`config.mk`:
```
export PLATFORM = sky130hd
export DESIGN_NAME = escaped_frame_deframer_checksum_core
export DESIGN_NICKNAME = d
export VERILOG_FILES = /design/src/efdc_pkg.sv /design/src/efdc_ram.sv /design/src/efdc_front.sv /design/src/efdc_cmd_fifo.sv /design/src/efdc_back.sv /design/src/escaped_frame_deframer_checksum_core.sv
export SDC_FILE = /design/constraint.sdc
export NUM_CORES = 1
export LEC_CHECK = 0
export BUFFER_PORTS_ARGS = -buffer_cell sky130_fd_sc_hd__clkbuf_2
export CORE_UTILIZATION = 32
export CTS_CLUSTER_SIZE = 8
export DETAILED_ROUTE_END_ITERATION = 6
export GPL_ROUTABILITY_DRIVEN = 0
export MAX_ROUTING_LAYER = met4
export PLACE_DENSITY = 0.54
export REMOVE_ABC_BUFFERS = 1
export SETUP_SLACK_MARGIN = 0.4
export SLEW_MARGIN = 20
export SYNTH_ARGS = -nofsm -noshare
export SYNTH_HDL_FRONTEND = slang
export SYNTH_SLANG_ARGS = --single-unit
```
`constraint.sdc`:
```
create_clock -name clk_i -period 13 [get_ports clk_i]
set_clock_uncertainty 0.1 [all_clocks]
set_input_delay 2.6 -clock clk_i [delete_from_list [all_inputs] [get_ports clk_i]]
set_output_delay 2.6 -clock clk_i [all_outputs]
set_load 0.01 [all_outputs]
```
`src/efdc_pkg.sv`:
```
package efdc_pkg;

  localparam int unsigned CfgIdxW = 3;

  localparam logic [CfgIdxW-1:0] CFG_DELIMITER   = 3'd0;
  localparam logic [CfgIdxW-1:0] CFG_ESCAPE      = 3'd1;
  localparam logic [CfgIdxW-1:0] CFG_ESC_DELIM   = 3'd2;
  localparam logic [CfgIdxW-1:0] CFG_ESC_ESCAPE  = 3'd3;
  localparam logic [CfgIdxW-1:0] CFG_CHECKSUM    = 3'd4;
  localparam logic [CfgIdxW-1:0] CFG_MIN_RAW_LEN = 3'd5;

  localparam logic [7:0] RST_DELIMITER   = 8'd126;
  localparam logic [7:0] RST_ESCAPE      = 8'd127;
  localparam logic [7:0] RST_ESC_DELIM   = 8'd128;
  localparam logic [7:0] RST_ESC_ESCAPE  = 8'd129;
  localparam logic [7:0] RST_CHECKSUM    = 8'h55;
  localparam logic [7:0] RST_MIN_RAW_LEN = 8'd45;

  // raw bytes without a delimiter before the frame is thrown away
  localparam logic [8:0] RAW_LIMIT = 9'd255;

  // decoded count saturates here
  localparam logic [6:0] DCOUNT_MAX = 7'd127;

  typedef logic [1:0] status_t;

  localparam status_t STATUS_OK      = 2'd0;
  localparam status_t STATUS_BAD_ESC = 2'd1;
  localparam status_t STATUS_SUM     = 2'd2;
  localparam status_t STATUS_LENGTH  = 2'd3;

  typedef struct packed {
    logic [7:0] delimiter;
    logic [7:0] escape;
    logic [7:0] esc_delim;
    logic [7:0] esc_escape;
    logic [7:0] checksum;
    logic [7:0] min_raw_len;
  } cfg_t;

  // one closed frame handed from front to back
  typedef struct packed {
    logic    emit;
    status_t status;
    logic    bank;
  } cmd_t;

endpackage

```
`src/efdc_ram.sv`:
```
module efdc_ram #(
  parameter int unsigned WIDTH = 8,
  parameter int unsigned DEPTH = 128
) (
  input  logic                     clk_i,
  input  logic                     wr_en_i,
  input  logic [$clog2(DEPTH)-1:0] wr_addr_i,
  input  logic [WIDTH-1:0]         wr_data_i,
  input  logic                     rd_en_i,
  input  logic [$clog2(DEPTH)-1:0] rd_addr_i,
  output logic [WIDTH-1:0]         rd_data_o
);

  logic [WIDTH-1:0] mem_q [DEPTH];

  always_ff @(posedge clk_i) begin
    if (wr_en_i) begin
      mem_q[wr_addr_i] <= wr_data_i;
    end
    if (rd_en_i) begin
      rd_data_o <= mem_q[rd_addr_i];
    end
  end

endmodule

```
`src/efdc_front.sv`:
```
module efdc_front import efdc_pkg::*; #(
  parameter int unsigned FRAME_LEN   = 44,
  parameter int unsigned STORE_DEPTH = 64
) (
  input  logic                             clk_i,
  input  logic                             rst_ni,
  input  cfg_t                             cfg_i,
  input  logic                             in_valid_i,
  output logic                             in_ready_o,
  input  logic [7:0]                       rx_byte_i,
  input  logic                             fifo_full_i,
  input  logic                             frame_done_i,
  output logic                             push_o,
  output cmd_t                             cmd_o,
  output logic                             wr_en_o,
  output logic [$clog2(STORE_DEPTH):0]     wr_addr_o,
  output logic [7:0]                       wr_data_o
);

  localparam int unsigned AW = $clog2(STORE_DEPTH);
  localparam logic [6:0] FULL_CNT = 7'(FRAME_LEN + 1);
  localparam logic [8:0] DEPTH9 = 9'(STORE_DEPTH);

  logic [7:0] raw_q, raw_d;
  logic       pend_q, pend_d;
  logic       err_q, err_d;
  logic [7:0] sum_q, sum_d;
  logic [6:0] cnt_q, cnt_d;
  logic       bank_q, bank_d;
  logic [1:0] outst_q, outst_d;

  logic       accept;
  logic       is_delim;
  logic       app_en;
  logic [7:0] app_byte;
  logic [8:0] raw_inc;
  logic [7:0] cnt_ext;
  logic       tail_esc;
  logic [7:0] fin_sum;
  logic [6:0] fin_cnt;
  logic       examine;
  status_t    fin_status;

  // a bank is busy until the back has sent all of its bytes
  assign in_ready_o = !fifo_full_i && (outst_q != 2'd2);
  assign accept     = in_valid_i && in_ready_o;
  assign is_delim   = (rx_byte_i == cfg_i.delimiter);
  assign raw_inc    = {1'b0, raw_q} + 9'd1;
  assign cnt_ext    = {1'b0, cnt_q};

  always_comb begin
    app_en   = 1'b0;
    app_byte = rx_byte_i;
    pend_d   = pend_q;
    err_d    = err_q;
    if (!err_q) begin
      if (pend_q) begin
        pend_d = 1'b0;
        if (rx_byte_i == cfg_i.esc_delim) begin
          app_en   = 1'b1;
          app_byte = cfg_i.delimiter;
        end else if (rx_byte_i == cfg_i.esc_escape) begin
          app_en   = 1'b1;
          app_byte = cfg_i.escape;
        end else begin
          err_d = 1'b1;
        end
      end else if (rx_byte_i == cfg_i.escape) begin
        pend_d = 1'b1;
      end else begin
        app_en = 1'b1;
      end
    end
  end

  // frame close: a trailing escape counts as a literal
  always_comb begin
    tail_esc = pend_q && !err_q;
    fin_sum  = sum_q + (tail_esc ? cfg_i.escape : 8'd0);
    fin_cnt  = (tail_esc && (cnt_q != DCOUNT_MAX)) ? cnt_q + 7'd1 : cnt_q;
    examine  = (raw_q >= cfg_i.min_raw_len);
    if (err_q) begin
      fin_status = STATUS_BAD_ESC;
    end else if (fin_sum != cfg_i.checksum) begin
      fin_status = STATUS_SUM;
    end else if (fin_cnt != FULL_CNT) begin
      fin_status = STATUS_LENGTH;
    end else begin
      fin_status = STATUS_OK;
    end
  end

  assign push_o       = accept && is_delim && examine;
  assign cmd_o.emit   = (fin_status == STATUS_OK);
  assign cmd_o.status = fin_status;
  assign cmd_o.bank   = bank_q;

  assign wr_en_o   = accept && !is_delim && app_en && ({1'b0, cnt_ext} < DEPTH9);
  assign wr_addr_o = {bank_q, cnt_ext[AW-1:0]};
  assign wr_data_o = app_byte;

  always_comb begin
    raw_d  = raw_q;
    sum_d  = sum_q;
    cnt_d  = cnt_q;
    bank_d = bank_q;
    if (accept) begin
      if (is_delim) begin
        raw_d = 8'd0;
        sum_d = 8'd0;
        cnt_d = 7'd0;
        if (push_o && cmd_o.emit) begin
          bank_d = !bank_q;
        end
      end else begin
        raw_d = raw_inc[7:0];
        if (app_en) begin
          sum_d = sum_q + app_byte;
          if (cnt_q != DCOUNT_MAX) begin
            cnt_d = cnt_q + 7'd1;
          end
        end
        if (raw_inc >= RAW_LIMIT) begin
          raw_d = 8'd0;
          sum_d = 8'd0;
          cnt_d = 7'd0;
        end
      end
    end
  end

  always_comb begin
    outst_d = outst_q;
    if ((push_o && cmd_o.emit) && !frame_done_i) begin
      outst_d = outst_q + 2'd1;
    end else if (!(push_o && cmd_o.emit) && frame_done_i) begin
      outst_d = outst_q - 2'd1;
    end
  end

  always_ff @(posedge clk_i or negedge rst_ni) begin
    if (!rst_ni) begin
      raw_q   <= 8'd0;
      pend_q  <= 1'b0;
      err_q   <= 1'b0;
      sum_q   <= 8'd0;
      cnt_q   <= 7'd0;
      bank_q  <= 1'b0;
      outst_q <= 2'd0;
    end else begin
      raw_q   <= raw_d;
      sum_q   <= sum_d;
      cnt_q   <= cnt_d;
      bank_q  <= bank_d;
      outst_q <= outst_d;
      if (accept) begin
        if (is_delim || (raw_inc >= RAW_LIMIT)) begin
          pend_q <= 1'b0;
          err_q  <= 1'b0;
        end else begin
          pend_q <= pend_d;
          err_q  <= err_d;
        end
      end
    end
  end

  a_outst_bound : assert property (@(posedge clk_i) disable iff (!rst_ni)
    outst_q != 2'd3)
    else $error("more payload frames in flight than banks");

  a_done_has_frame : assert property (@(posedge clk_i) disable iff (!rst_ni)
    frame_done_i |-> outst_q != 2'd0)
    else $error("frame finished with none in flight");

  a_no_write_busy : assert property (@(posedge clk_i) disable iff (!rst_ni)
    wr_en_o |-> outst_q != 2'd2)
    else $error("write into a bank still being read");

endmodule

```
`src/efdc_cmd_fifo.sv`:
```
module efdc_cmd_fifo import efdc_pkg::*; (
  input  logic clk_i,
  input  logic rst_ni,
  input  logic push_i,
  input  cmd_t cmd_i,
  input  logic pop_i,
  output cmd_t cmd_o,
  output logic empty_o,
  output logic full_o
);

  cmd_t       entry_q [2];
  logic       wr_ptr_q;
  logic       rd_ptr_q;
  logic [1:0] count_q;

  assign empty_o = (count_q == 2'd0);
  assign full_o  = (count_q == 2'd2);
  assign cmd_o   = entry_q[rd_ptr_q];

  always_ff @(posedge clk_i) begin
    if (push_i) begin
      entry_q[wr_ptr_q] <= cmd_i;
    end
  end

  always_ff @(posedge clk_i or negedge rst_ni) begin
    if (!rst_ni) begin
      wr_ptr_q <= 1'b0;
      rd_ptr_q <= 1'b0;
      count_q  <= 2'd0;
    end else begin
      if (push_i) begin
        wr_ptr_q <= !wr_ptr_q;
      end
      if (pop_i) begin
        rd_ptr_q <= !rd_ptr_q;
      end
      if (push_i && !pop_i) begin
        count_q <= count_q + 2'd1;
      end else if (pop_i && !push_i) begin
        count_q <= count_q - 2'd1;
      end
    end
  end

  a_no_overflow : assert property (@(posedge clk_i) disable iff (!rst_ni)
    push_i |-> !full_o)
    else $error("command queue overflow");

  a_no_underflow : assert property (@(posedge clk_i) disable iff (!rst_ni)
    pop_i |-> !empty_o)
    else $error("command queue underflow");

  a_count_bound : assert property (@(posedge clk_i) disable iff (!rst_ni)
    count_q != 2'd3)
    else $error("command queue count out of range");

endmodule

```
`src/efdc_back.sv`:
```
module efdc_back import efdc_pkg::*; #(
  parameter int unsigned FRAME_LEN   = 44,
  parameter int unsigned STORE_DEPTH = 64
) (
  input  logic                         clk_i,
  input  logic                         rst_ni,
  input  logic                         fifo_empty_i,
  input  cmd_t                         cmd_i,
  output logic                         pop_o,
  output logic                         rd_en_o,
  output logic [$clog2(STORE_DEPTH):0] rd_addr_o,
  input  logic [7:0]                   rd_data_i,
  output logic                         frame_done_o,
  output logic                         out_valid_o,
  input  logic                         out_ready_i,
  output logic [7:0]                   payload_byte_o,
  output logic [1:0]                   frame_status_o,
  output logic                         last_of_frame_o
);

  localparam int unsigned AW = $clog2(STORE_DEPTH);
  localparam int unsigned KW = $clog2(FRAME_LEN + 1);
  localparam logic [KW-1:0] K_LAST = KW'(FRAME_LEN - 1);
  localparam logic [8:0] DEPTH9 = 9'(STORE_DEPTH);

  localparam logic [1:0] ST_IDLE   = 2'd0;
  localparam logic [1:0] ST_READ   = 2'd1;
  localparam logic [1:0] ST_LOAD   = 2'd2;
  localparam logic [1:0] ST_STATUS = 2'd3;

  logic [1:0]    state_q, state_d;
  cmd_t          cmd_q;
  logic [KW-1:0] k_q, k_d;
  logic          beyond_q;
  logic          last_q;
  logic          out_valid_q;
  logic [7:0]    out_byte_q;
  status_t       out_status_q;
  logic          out_last_q;

  logic       slot_free;
  logic       load_word;
  logic       load_status;
  logic [7:0] k_ext;
  logic       beyond;

  assign slot_free   = !out_valid_q || out_ready_i;
  assign pop_o       = (state_q == ST_IDLE) && !fifo_empty_i;
  assign load_word   = (state_q == ST_LOAD) && slot_free;
  assign load_status = (state_q == ST_STATUS) && slot_free;

  assign k_ext     = 8'(k_q);
  assign beyond    = ({1'b0, k_ext} >= DEPTH9);
  assign rd_en_o   = (state_q == ST_READ);
  assign rd_addr_o = {cmd_q.bank, k_ext[AW-1:0]};

  assign frame_done_o = load_word && last_q;

  always_comb begin
    state_d = state_q;
    k_d     = k_q;
    unique case (state_q)
      ST_IDLE: begin
        if (!fifo_empty_i) begin
          k_d     = '0;
          state_d = cmd_i.emit ? ST_READ : ST_STATUS;
        end
      end
      ST_READ: begin
        state_d = ST_LOAD;
      end
      ST_LOAD: begin
        if (slot_free) begin
          if (last_q) begin
            state_d = ST_IDLE;
          end else begin
            k_d     = k_q + KW'(1);
            state_d = ST_READ;
          end
        end
      end
      ST_STATUS: begin
        if (slot_free) begin
          state_d = ST_IDLE;
        end
      end
      default: begin
        state_d = ST_IDLE;
      end
    endcase
  end

  always_ff @(posedge clk_i or negedge rst_ni) begin
    if (!rst_ni) begin
      state_q     <= ST_IDLE;
      k_q         <= '0;
      out_valid_q <= 1'b0;
    end else begin
      state_q <= state_d;
      k_q     <= k_d;
      if (load_word || load_status) begin
        out_valid_q <= 1'b1;
      end else if (out_ready_i) begin
        out_valid_q <= 1'b0;
      end
    end
  end

  always_ff @(posedge clk_i) begin
    if (pop_o) begin
      cmd_q <= cmd_i;
    end
    if (rd_en_o) begin
      beyond_q <= beyond;
      last_q   <= (k_q == K_LAST);
    end
    if (load_word) begin
      // bytes past the end of the store read as zero
      out_byte_q   <= beyond_q ? 8'd0 : rd_data_i;
      out_status_q <= STATUS_OK;
      out_last_q   <= last_q;
    end else if (load_status) begin
      out_byte_q   <= 8'd0;
      out_status_q <= cmd_q.status;
      out_last_q   <= 1'b1;
    end
  end

  assign out_valid_o     = out_valid_q;
  assign payload_byte_o  = out_byte_q;
  assign frame_status_o  = out_status_q;
  assign last_of_frame_o = out_last_q;

  a_done_marks_last : assert property (@(posedge clk_i) disable iff (!rst_ni)
    frame_done_o |=> out_valid_o && last_of_frame_o && (frame_status_o == STATUS_OK))
    else $error("payload frame ended without a marked last word");

  a_status_word : assert property (@(posedge clk_i) disable iff (!rst_ni)
    out_valid_o && (frame_status_o != STATUS_OK) |-> last_of_frame_o && (payload_byte_o == 8'd0))
    else $error("error word with data or without last mark");

  a_read_then_load : assert property (@(posedge clk_i) disable iff (!rst_ni)
    rd_en_o |=> state_q == ST_LOAD)
    else $error("store read not followed by load");

endmodule

```
`src/escaped_frame_deframer_checksum_core.sv`:
```
// channel  | direction | handshake               | payload
// rx       | in        | in_valid_i / in_ready_o | rx_byte_i
// result   | out       | out_valid_o/out_ready_i | payload_byte_o, frame_status_o, last_of_frame_o
// config   | in        | cfg_we_i                | cfg_index_i, cfg_data_i
//
// the front takes one received byte per cycle while in_ready_o is high and decodes escapes as it goes
// a good frame sends FRAME_LEN words after its delimiter, each loaded before the next store read starts
// an errored frame sends one status word once its delimiter is accepted
// result stalls hold the back in place: each word waits for its store read, then load
// rx stalls while both store banks hold frames still being sent, or the queue is full
// no clearing pass after reset: store entries are only read once written
module escaped_frame_deframer_checksum_core import efdc_pkg::*; #(
  parameter int unsigned FRAME_LEN   = 44,
  parameter int unsigned STORE_DEPTH = 64
) (
  input  logic               clk_i,
  input  logic               rst_ni,
  input  logic               cfg_we_i,
  input  logic [CfgIdxW-1:0] cfg_index_i,
  input  logic [7:0]         cfg_data_i,
  input  logic               in_valid_i,
  output logic               in_ready_o,
  input  logic [7:0]         rx_byte_i,
  output logic               out_valid_o,
  input  logic               out_ready_i,
  output logic [7:0]         payload_byte_o,
  output logic [1:0]         frame_status_o,
  output logic               last_of_frame_o
);

  localparam int unsigned AW = $clog2(STORE_DEPTH);
  localparam int unsigned RAM_DEPTH = 2 << AW;

  cfg_t cfg_q;

  logic          push;
  cmd_t          push_cmd;
  cmd_t          head_cmd;
  logic          pop;
  logic          fifo_empty;
  logic          fifo_full;
  logic          frame_done;
  logic          wr_en;
  logic [AW:0]   wr_addr;
  logic [7:0]    wr_data;
  logic          rd_en;
  logic [AW:0]   rd_addr;
  logic [7:0]    rd_data;

  always_ff @(posedge clk_i or negedge rst_ni) begin
    if (!rst_ni) begin
      cfg_q.delimiter   <= RST_DELIMITER;
      cfg_q.escape      <= RST_ESCAPE;
      cfg_q.esc_delim   <= RST_ESC_DELIM;
      cfg_q.esc_escape  <= RST_ESC_ESCAPE;
      cfg_q.checksum    <= RST_CHECKSUM;
      cfg_q.min_raw_len <= RST_MIN_RAW_LEN;
    end else if (cfg_we_i) begin
      unique case (cfg_index_i)
        CFG_DELIMITER:   cfg_q.delimiter   <= cfg_data_i;
        CFG_ESCAPE:      cfg_q.escape      <= cfg_data_i;
        CFG_ESC_DELIM:   cfg_q.esc_delim   <= cfg_data_i;
        CFG_ESC_ESCAPE:  cfg_q.esc_escape  <= cfg_data_i;
        CFG_CHECKSUM:    cfg_q.checksum    <= cfg_data_i;
        CFG_MIN_RAW_LEN: cfg_q.min_raw_len <= cfg_data_i;
        default: begin
        end
      endcase
    end
  end

  efdc_front #(
    .FRAME_LEN  (FRAME_LEN),
    .STORE_DEPTH(STORE_DEPTH)
  ) u_front (
    .clk_i       (clk_i),
    .rst_ni      (rst_ni),
    .cfg_i       (cfg_q),
    .in_valid_i  (in_valid_i),
    .in_ready_o  (in_ready_o),
    .rx_byte_i   (rx_byte_i),
    .fifo_full_i (fifo_full),
    .frame_done_i(frame_done),
    .push_o      (push),
    .cmd_o       (push_cmd),
    .wr_en_o     (wr_en),
    .wr_addr_o   (wr_addr),
    .wr_data_o   (wr_data)
  );

  efdc_ram #(
    .WIDTH(8),
    .DEPTH(RAM_DEPTH)
  ) u_store (
    .clk_i    (clk_i),
    .wr_en_i  (wr_en),
    .wr_addr_i(wr_addr),
    .wr_data_i(wr_data),
    .rd_en_i  (rd_en),
    .rd_addr_i(rd_addr),
    .rd_data_o(rd_data)
  );

  efdc_cmd_fifo u_cmd_fifo (
    .clk_i  (clk_i),
    .rst_ni (rst_ni),
    .push_i (push),
    .cmd_i  (push_cmd),
    .pop_i  (pop),
    .cmd_o  (head_cmd),
    .empty_o(fifo_empty),
    .full_o (fifo_full)
  );

  efdc_back #(
    .FRAME_LEN  (FRAME_LEN),
    .STORE_DEPTH(STORE_DEPTH)
  ) u_back (
    .clk_i          (clk_i),
    .rst_ni         (rst_ni),
    .fifo_empty_i   (fifo_empty),
    .cmd_i          (head_cmd),
    .pop_o          (pop),
    .rd_en_o        (rd_en),
    .rd_addr_o      (rd_addr),
    .rd_data_i      (rd_data),
    .frame_done_o   (frame_done),
    .out_valid_o    (out_valid_o),
    .out_ready_i    (out_ready_i),
    .payload_byte_o (payload_byte_o),
    .frame_status_o (frame_status_o),
    .last_of_frame_o(last_of_frame_o)
  );

endmodule
```
# --- Word-level counts from Yosys, hierarchy flattened ---
# Memories as Yosys holds them, arrays and structs flattened. A register that Yosys moved wholly into a read port is not among the register bits.
# Index checks and enable logic that the tools add are counted.
totals:
  ramBits: 1032
  regBits: 105
  out_inout_bits: 13
  memories: 2
classes:
  n_eq_ne: 23
  mux: 57
  reduce_logical: 56
  order_cmp: 4
  n_addsub: 9
mem_list:
  columns: ["name", "words", "word_bits", "read_ports", "rd_clocked_by_memory_dff", "write_ports", "line", "rtl"]
  rows:
  - ["u_store.mem_q", 128, 8, 1, 1, 1, "efdc_ram.sv:14", "logic [WIDTH-1:0] mem_q [DEPTH];"]
  - ["u_cmd_fifo.entry_q", 2, 4, 1, 0, 1, "efdc_cmd_fifo.sv:12", "cmd_t entry_q [2];"]
op_table:
  columns: ["op", "count"]
  rows:
  - ["8-bit two-way mux", 13]
  - ["7-bit two-way mux", 5]
  - ["8-bit equality test", 4]
  - ["1-bit two-way mux", 23]
  - ["2-bit two-way mux", 11]
  - ["1-bit logical AND", 18]
  - ["6-bit two-way mux", 3]
  - ["8-bit adder", 2]
  - ["2-bit AND reduction", 8]
  - ["1-bit logical NOT", 12]
  - ["6-bit case mux with 2 select lines", 1]
  - ["2-bit nonzero test", 5]
  - ["8-bit by 1-bit adder with 9-bit output, second input constant", 1]
  - ["9-bit by 8-bit >= comparator with 1-bit output, second input constant", 1]
  - ["3-bit AND reduction", 3]
  - ["8-bit >= comparator", 1]
  - ["2-bit inequality test, second input constant", 4]
  - ["8-bit inequality test", 1]
  - ["2-bit case mux with 4 select lines", 1]
  - ["7-bit by 1-bit adder with 7-bit output, second input constant", 1]
  - ["6-bit by 7-bit >= comparator with 1-bit output, second input constant", 1]
  - ["7-bit less-than comparator, second input constant", 1]
  - ["7-bit by 6-bit inequality test with 1-bit output, second input constant", 1]
  - ["7-bit inequality test, second input constant", 1]
  - ["15 further kinds", 27]

# --- Logic depth before layout (Yosys ltp) ---
# Gate-level depths: netlist of the first run.
logic_depth:
  ltp_word: 14
  mapped_depth: 19
  depth_no_buf: 16

# --- Cells and area by module ---
# Synthesis of the first run repeated with hierarchy kept, for this count alone.
unflattened:
  cells_unflattened: 2234
  hier_area_um2: 46298.2
modules_own_cells:
  columns: ["mod", "seq_area_each_um2", "n_inst", "cells_each", "area_each_um2"]
  rows:
  - ["efdc_ram", 30989.7, 1, 1635, 39745.6]
  - ["efdc_front", 700.7, 1, 379, 3196.8]
  - ["escaped_frame_deframer_checksum_core", 1231.2, 1, 106, 1863.0]
  - ["efdc_back", 655.6, 1, 86, 1018.5]
  - ["efdc_cmd_fifo", 340.3, 1, 28, 474.2]

# --- Least setup slack after synthesis of the first run ---
# No wires, ideal clock.
synth_timing:
  kind: "input -> register"
  start: "input port rx_byte_i[1]"
  end: "register u_front.sum_q[7]"
  n_path_buf: 3
  setup_time_ns: 0.070
  path_slack_ns: 1.345
  required_ns: 12.830
  t_arrival_ns: 11.485
  path_stages: 16
  path_cell_list: "buf_2 xnor2_1 nand4_1 nor2_1 buf_2 o21ai_1 clkbuf_1 o21ai_0 ha_1 and3_1 a2111o_1 a21o_1 a21oi_1 a221oi_1 or4b_2 nand3_1"
synth_between:
  elab_chain_len: 9
synth_lines:
  columns: ["item", "line", "rtl"]
  rows:
  - ["from (decl)", "escaped_frame_deframer_checksum_core.sv:23", "input logic [7:0] rx_byte_i,"]
  - ["8-bit equality test", "efdc_front.sv:62", "end else if (rx_byte_i == cfg_i.esc_escape) begin"]
  - ["8-bit two-way mux", "efdc_front.sv:62", null]
  - ["8-bit two-way mux (*)", "efdc_front.sv:59", "if (rx_byte_i == cfg_i.esc_delim) begin"]
  - ["8-bit two-way mux (*)", "efdc_front.sv:57", "if (pend_q) begin"]
  - ["8-bit two-way mux (*)", "efdc_front.sv:56", "if (!err_q) begin"]
  - ["net u_front.wr_data_o[4]", "efdc_front.sv:17", "output logic [7:0] wr_data_o"]
  - ["8-bit adder (*)", "efdc_front.sv:118", "sum_d = sum_q + app_byte;"]
  - ["8-bit two-way mux (*)", "efdc_front.sv:117", "if (app_en) begin"]
  - ["8-bit two-way mux (*)", "efdc_front.sv:123", "if (raw_inc >= RAW_LIMIT) begin"]
  - ["8-bit two-way mux (*)", "efdc_front.sv:108", "if (is_delim) begin"]
  - ["to (signal assigned)", "efdc_front.sv:152", "sum_q <= sum_d;"]
  - ["to (decl)", "efdc_front.sv:27", "logic [7:0] sum_q, sum_d;"]
# The timed path passes the listed nets; every way through them passes the cells marked *. The select of a mux whose other input is x is not followed.
# A chain may end at the register's enable or synchronous reset.

# --- Final worst setup path of the first run ---
layout_timing:
  start: "input port rx_byte_i[6]"
  end: "register u_front.sum_q[7]"
# Same word-level chain as after synthesis.

==> flow_summary.json, run 1 <==
{
  "route.final.wire_length_um": 109900,
  "crit_required_ns": 13.57,
  "cts_tree": "yes",
  "fp-row-count": 138,
  "final_hold_viol_count": 0,
  "grt.total_usage": 0.1564,
  "timing.critical_path.from_type": "primary input",
  "max_freq_mhz": 147.4,
  "register_area_mm2": 0.03393,
  "htreeDepth": 4,
  "totalPowerFinal_mw": 9.742,
  "slew_headroom": 0.2306,
  "post_route_cells_drive_above_1_share": 0.2844,
  "hold_ws_ns": 0.3903,
  "tns_ns": 0,
  "dr_total_vias": 22150,
  "cts_post_setup_buffers_inserted": 0,
  "ys.flop_type": "edfxtp_1",
  "worstSetupEndpointType": "flop",
  "detail-route-antenna-nets": 0,
  "final.period_utilization": 0.5218,
  "postSynthAreaPerCell_um2": 20.56,
  "power.density_cell_area_mw_per_mm2": 184.0,
  "cts-buffers-inserted": 161,
  "max_slew.worst_pin.slew_ns": 1.154,
  "grt_pass1_wl_um": 161700,
  "route.detailed.drc": 0,
  "die_area_mm2": 0.1453,
  "reg2reg_setup_slack_ns": 7.76,
  "clk_pin_slew_ns": 0.06,
  "die_width_um": 381.1,
  "post_synth_inst_count": 2237,
  "clockRootBuffer": "clkbuf_16",
  "timing.critical_path.fanout_max": 62,
  "portBuffers": 36,
  "largest_net_degree_at_the_start_of_global_routing": 93,
  "sequential_area_share_after_synthesis": 0.7374,
  "utilization": 0.3726,
  "dp_slack_ns": 5.142,
  "status": "complete, no violations",
  "chipHeight_um": 381.1,
  "synth-edff-count": 1053,
  "globalRoute.totalOverflow": 0,
  "critPathKind": "in -> reg",
  "flow.area_growth_from_synthesis_pct": 15.12,
  "antenna_found_initial": 3,
  "clock_latency_ns": 0.74,
  "synth.cell_area_mm2": 0.04600,
  "power.static_leakage_nw": 16.46,
  "final.min_clock_period_ns": 6.783,
  "yosys.area.top_type_share": 0.6874,
  "fillCellCount": 12730,
  "drt_iter0_markers": 1922,
  "yosys_register_bits": 1144,
  "final_net_count": 2410,
  "synth.top_cells.by_area": "edfxtp_1 69%, mux4_2 16%, dfrtp_1 3.5%",
  "cts_max_path_buffers": 3,
  "peakVddDrop_v": 0.0001268,
  "via_count_of_the_first_global_routing_pass": 23330,
  "multi_input_area_mm2": 0.01154,
  "cts_sinks": 1144,
  "cts_hold_buf": 0,
  "rsz0062_at_grt": "false",
  "post_cts_resize_count": 0,
  "wire_per_inst_um": 25.56,
  "min-delay-path-class": "reg -> reg",
  "synth_warnings": 0,
  "design.portCount": 37,
  "synthDistinctLibCells": 63,
  "final_setup_vio_count": 0,
  "final-max-slew-violation-count": 0,
  "worstPathArrival_ns": 7.36,
  "async_reset_ff_frac": 0.07780,
  "floorplan.initialDensity": 0.3237,
  "viasPerCell": 5.150,
  "drt_pre_antenna_iters": 5,
  "yosysTopAreaCell": "edfxtp_1",
  "final_critical_path_setup_slack_ns": 6.217,
  "hpwlAfterDp_um": 68000,
  "maxCapViolations": 0,
  "coreArea_mm2": 0.1421
}
## Yosys cell counts (all sizes together) (20+ instances only)
library cell  instances
edfxtp             1053
mux4                320
nor2                165
buf                  69
mux2                 67
dfrtp                65
nand2                53
clkbuf               49
xnor2                48
o21ai                37
ha                   28
mux2i                27
nand3                26
inv                  25
dfstp                24
xor2                 20
## layer usage
| layer | routed length (um) | GRT usage | vias to the layer above |
|---|---|---|---|
| met5 | 0 | - | - |
| met4 | 2433 | 0.04544 | 0 |
| met3 | 7341 | 0.03420 | 151 |
| met2 | 54570 | 0.2486 | 788 |
| met1 | 45560 | 0.2011 | 11830 |
| li1 | - | - | 9373 |
## layout make-up
class / count / area share
well taps: 1890 / 0.04466
inverters: 25 / 0.001772
multi-input cells: 950 / 0.2180
clock inverters: 15 / 0.004773
clock buffers: 201 / 0.07973
repair buffers: 74 / 0.01021
diodes: 1 / 0.00004726
flip-flops and latches: 1144 / 0.6408
## worst paths after layout
kind                                                        from  cells after the start                               endpoint
setup / recovery                                    rx_byte_i[6]                     15           u_front.sum_q[7]$_DFFE_PN0P_
hold / removal             u_back.frame_status_o[1]$_SDFFE_PP0P_                      2  u_back.frame_status_o[1]$_SDFFE_PP0P_
setup reg to reg                           cfg_q[31]$_DFFE_PN1P_                     14           u_front.sum_q[7]$_DFFE_PN0P_
hold reg to reg            u_back.frame_status_o[1]$_SDFFE_PP0P_                      2  u_back.frame_status_o[1]$_SDFFE_PP0P_
max in group asynchronous                                 rst_ni                      2              u_back.k_q[1]$_DFFE_PN0P_
min in group asynchronous                                 rst_ni                      1                   cfg_q[6]$_DFFE_PN0P_
## stage by stage
stage | std cells | area, um2
2_1_floorplan | 2119 | 45430
3_3_place_gp | 4079 | 48360
3_5_place_dp | 4079 | 48360
4_1_cts | 4295 | 52840
5_1_grt | 4300 | 52950
6_report | 4300 | 52950
## state kept, by name (all words and copies together), names as in the netlist, 7 cells and up
signal                 count
u_store.rd_data_o          8
u_front.sum_q              8
cfg_q                     48
u_back.payload_byte_o      8
u_cmd_fifo.entry_q         8
u_store.mem_q           1024
u_front.raw_q              8
u_front.cnt_q              7
## report_power, final
group          switching, mW  internal [mW]
combinational          0.865          0.794
clock                   1.50           2.26
sequential             0.164           4.17
total                   2.53           7.22
## cells in the final DEF (no fill, tap or decap), types with 18 or more instances in the layout
| cell | n |
|---|---|
| clkbuf_16 | 163 |
| xor2_1 | 20 |
| mux4_2 | 320 |
| ha_1 | 28 |
| mux2_2 | 67 |
| mux2i_1 | 27 |
| nand4_1 | 18 |
| clkbuf_2 | 35 |
| nand3_1 | 22 |
| buf_4 | 35 |
| o21ai_0 | 29 |
| dfrtp_1 | 61 |
| inv_1 | 25 |
| xnor2_1 | 48 |
| nand2_1 | 53 |
| edfxtp_1 | 1053 |
| nor2_1 | 165 |
| clkbuf_1 | 38 |
| dfstp_2 | 24 |
## worst max-delay path, cell delays in order
cell	delay (ns)
clkbuf_2	0.16
xnor2_1	0.18
nand4_1	0.13
nor2_1	0.80
o21ai_4	0.39
o21ai_4	0.23
buf_4	0.54
ha_1	0.41
and3_1	0.20
a2111o_1	0.45
a21o_1	0.19
a21oi_1	0.21
a221oi_1	0.09
or4b_2	0.66
nand3_1	0.10
## kinds of logic after synthesis
logic type      synth area share
compound gates           0.01493
flops                     0.7374
simple gates             0.03294
buf+inv                  0.01434
mux                       0.1790
xor+xnor                 0.01295
fa+ha+maj               0.008487
Power figures use the tool's default switching activity.
==> run 2: changes to the inputs <==
--- a/config.mk
+++ b/config.mk
@@ -5,6 +5,7 @@
 export SDC_FILE = /design/constraint.sdc
 export NUM_CORES = 1
 export LEC_CHECK = 0
+export ABC_AREA = 1
 export BUFFER_PORTS_ARGS = -buffer_cell sky130_fd_sc_hd__clkbuf_2
 export CORE_UTILIZATION = 32
 export CTS_CLUSTER_SIZE = 8
==> constraint.sdc (replaced) <==
create_clock -name clk_i -period 7 [get_ports clk_i]
set_clock_uncertainty 0.1 [all_clocks]
set_input_delay 1.4 -clock clk_i [delete_from_list [all_inputs] [get_ports clk_i]]
set_output_delay 1.4 -clock clk_i [all_outputs]
set_load 0.01 [all_outputs]
==> flow_summary.json, run 2 <==
{
  "status": "complete, no violations",
  "floorplan.initialDensity": 0.3223,
  "power.static_leakage_nw": 18.17,
  "slew_headroom": 0.3007,
  "postSynthAreaPerCell_um2": 11.82,
  "synth_warnings": 0,
  "final-max-slew-violation-count": 0,
  "post_route_cells_drive_above_1_share": 0.07776,
  "clockRootBuffer": "clkbuf_16",
  "ys.flop_type": "edfxtp_1",
  "worstPathArrival_ns": 4.88,
  "combinational_family_with_the_most_area_after_synthesis": "simple AND/OR/NAND/NOR gates",
  "hold_ws_ns": 0.3816,
  "wire_per_inst_um": 22.46,
  "final.period_utilization": 0.6159,
  "power.density_cell_area_mw_per_mm2": 382.7,
  "yosys_register_bits": 1144,
  "final.min_clock_period_ns": 4.311,
  "route.final.wire_length_um": 134600,
  "peakVddDrop_v": 0.0002677,
  "cts_hold_buf": 0,
  "post_synth_mux_area_share": 0,
  "route.detailed.drc": 0,
  "cts_sinks": 1144,
  "cts_max_path_buffers": 3,
  "clk_pin_slew_ns": 0.05,
  "synthDistinctLibCells": 44,
  "largest_net_degree_at_the_start_of_global_routing": 218,
  "drt_pre_antenna_iters": 6,
  "final_setup_vio_count": 0,
  "cts-buffers-inserted": 161,
  "detail-route-antenna-nets": 0,
  "max_freq_mhz": 231.9,
  "final_hold_viol_count": 0,
  "globalRoute.totalOverflow": 0,
  "cts_post_setup_buffers_inserted": 0,
  "coreArea_mm2": 0.1475,
  "final_net_count": 4063,
  "grt_pass1_wl_um": 198900,
  "flow.area_growth_from_synthesis_pct": 13.79,
  "timing.critical_path.fanout_max": 46,
  "die_width_um": 387.4,
  "max_slew.worst_pin.slew_ns": 1.045,
  "critPathKind": "in -> reg",
  "yosys.area.top_type_share": 0.6653,
  "utilization": 0.3667,
  "yosys.area_share.adder": 0.008214,
  "portBuffers": 36,
  "crit_required_ns": 7.57,
  "regMostFlops": "u_store.mem_q",
  "die_area_mm2": 0.1501,
  "synth.top_cells.by_area": "edfxtp_1 67%, o21ai_0 6.4%, nor2_1 6.3%",
  "post_cts_resize_count": 0,
  "fillCellCount": 14320,
  "hpwlAfterDp_um": 77350,
  "synth.cell_area_mm2": 0.04753,
  "async_reset_ff_frac": 0.07780,
  "final_critical_path_setup_slack_ns": 2.689,
  "yosysMostFrequentCell": "edfxtp_1",
  "post_synth_xor_xnor_area": 0.008372,
  "yosysTopAreaCell": "edfxtp_1",
  "dp_slack_ns": 1.868,
  "dr_total_vias": 31200,
  "drt_iter0_markers": 2999,
  "netlist_top_cells_count": "1,053 x edfxtp_1, 799 x nor2_1, 608 x o21ai_0",
  "htreeDepth": 4,
  "timing.critical_path.from_type": "primary input",
  "chipHeight_um": 387.4,
  "top_regs": "u_store.mem_q x1024, cfg_q x48",
  "rsz0062_at_grt": "false",
  "post_synth_inst_count": 4021,
  "antenna_cells": 0,
  "antenna_found_initial": 1,
  "synth-edff-count": 1053,
  "design.portCount": 37,
  "fp-row-count": 141,
  "flip_flop_count_of_the_largest_register_all_copies_and_words_added": 1024,
  "worstSetupEndpointType": "flop",
  "viasPerCell": 5.205,
  "multi_input_area_mm2": 0.01210,
  "totalPowerFinal_mw": 20.70,
  "sequential_area_share_after_synthesis": 0.7136,
  "via_count_of_the_first_global_routing_pass": 30750,
  "grt.total_usage": 0.1823,
  "layout.cells.most_common": "edfxtp_1",
  "mostFrequentLayoutCells": "1,053 x edfxtp_1, 798 x nor2_1, 602 x o21ai_0",
  "min-delay-path-class": "reg -> reg",
  "synth_compound_area_frac": 0.1115,
  "simple_gate_portion_of_the_synthesized_area": 0.1248,
  "clock_latency_ns": 0.77,
  "register_area_mm2": 0.03393,
  "cts_tree": "yes",
  "maxCapViolations": 0
}
-- run 2: changes by cell type after synthesis, moves of 113 or more --
cell | previous run | this run
o211ai_1 | 1 | 118
nor2_1 | 165 | 799
inv_1 | 25 | 142
clkbuf_1 | 49 | 207
nand2_1 | 53 | 443
mux4_2 | 320 | 0
o21ai_0 | 36 | 608
nand3_1 | 26 | 139
o22ai_1 | 8 | 139
-- run 2: metrics by stage --
step	TNS, ns	std cells	cell area, um2
CTS	0	5994	54080
global placement	0	5776	49590
detailed placement	0	5776	49590
finish	0	5994	54080
floorplan	-1450.20	3777	46500
global route	0	5994	54080
-- run 2: area by class of cell --
cell class / instances / share of cell area
timing repair buffer: 69 / 0.01050
clock inverter: 14 / 0.004928
multi-input combinational: 2484 / 0.2238
tap: 1930 / 0.04465
inverter: 149 / 0.01057
clock buffer: 204 / 0.07826
sequential: 1144 / 0.6273
-- run 2: final timing paths --
| kind | start | to | slack (ns) | depth (start not counted) |
|---|---|---|---|---|
| min reg2reg | cfg_q[1]$_DFFE_PN0P_ | cfg_q[1]$_DFFE_PN0P_ | 0.38 | 2 |
| max in group asynchronous | rst_ni | u_back.k_q[2]$_DFFE_PN0P_ | 5.10 | 2 |
| max | rx_byte_i[3] | u_front.sum_q[5]$_DFFE_PN0P_ | 2.69 | 16 |
| min | cfg_q[1]$_DFFE_PN0P_ | cfg_q[1]$_DFFE_PN0P_ | 0.38 | 2 |
| max reg2reg | u_back.k_q[0]$_DFFE_PN0P_ | u_store.rd_data_o[6]$_DFFE_PP_ | 2.95 | 10 |
| min in group asynchronous | rst_ni | cfg_q[30]$_DFFE_PN0P_ | 0.52 | 1 |
-- run 2: power breakdown --
| group | internal [mW] | switching, mW |
|---|---|---|
| clock network | 4.24 | 2.87 |
| logic | 1.51 | 4.04 |
| registers | 7.75 | 0.291 |
-- run 2: worst max-delay path, cell delays in order --
cell and delay, ns:
clkbuf_2 0.19, xnor2_2 0.18, nand2_1 0.10, nor2_4 0.13
nand2_4 0.15, nand2_1 0.10, nand2_1 0.47, o21a_1 0.43
inv_4 0.55, ha_1 0.36, nand3_1 0.08, nand2_1 0.10
a21oi_1 0.14, o21ai_0 0.10, xnor2_1 0.14, o31ai_1 0.22
-- run 2: cell families (layout without fill, tap and decap cells) --
kind of cell	Yosys count	after routing
AOI/OAI and AO/OA	951	951
xor gates and xnor gates	42	42
adders and majority gates	30	30
buffers and inverters	393	436
DFF	1144	1144
and+or+nand+nor	1461	1461
-- run 2: layer usage --
metal	track usage	routed length, um
met5	-	0
met2	0.2751	61560
met4	0.06104	3763
met1	0.2475	59930
met3	0.03278	9393
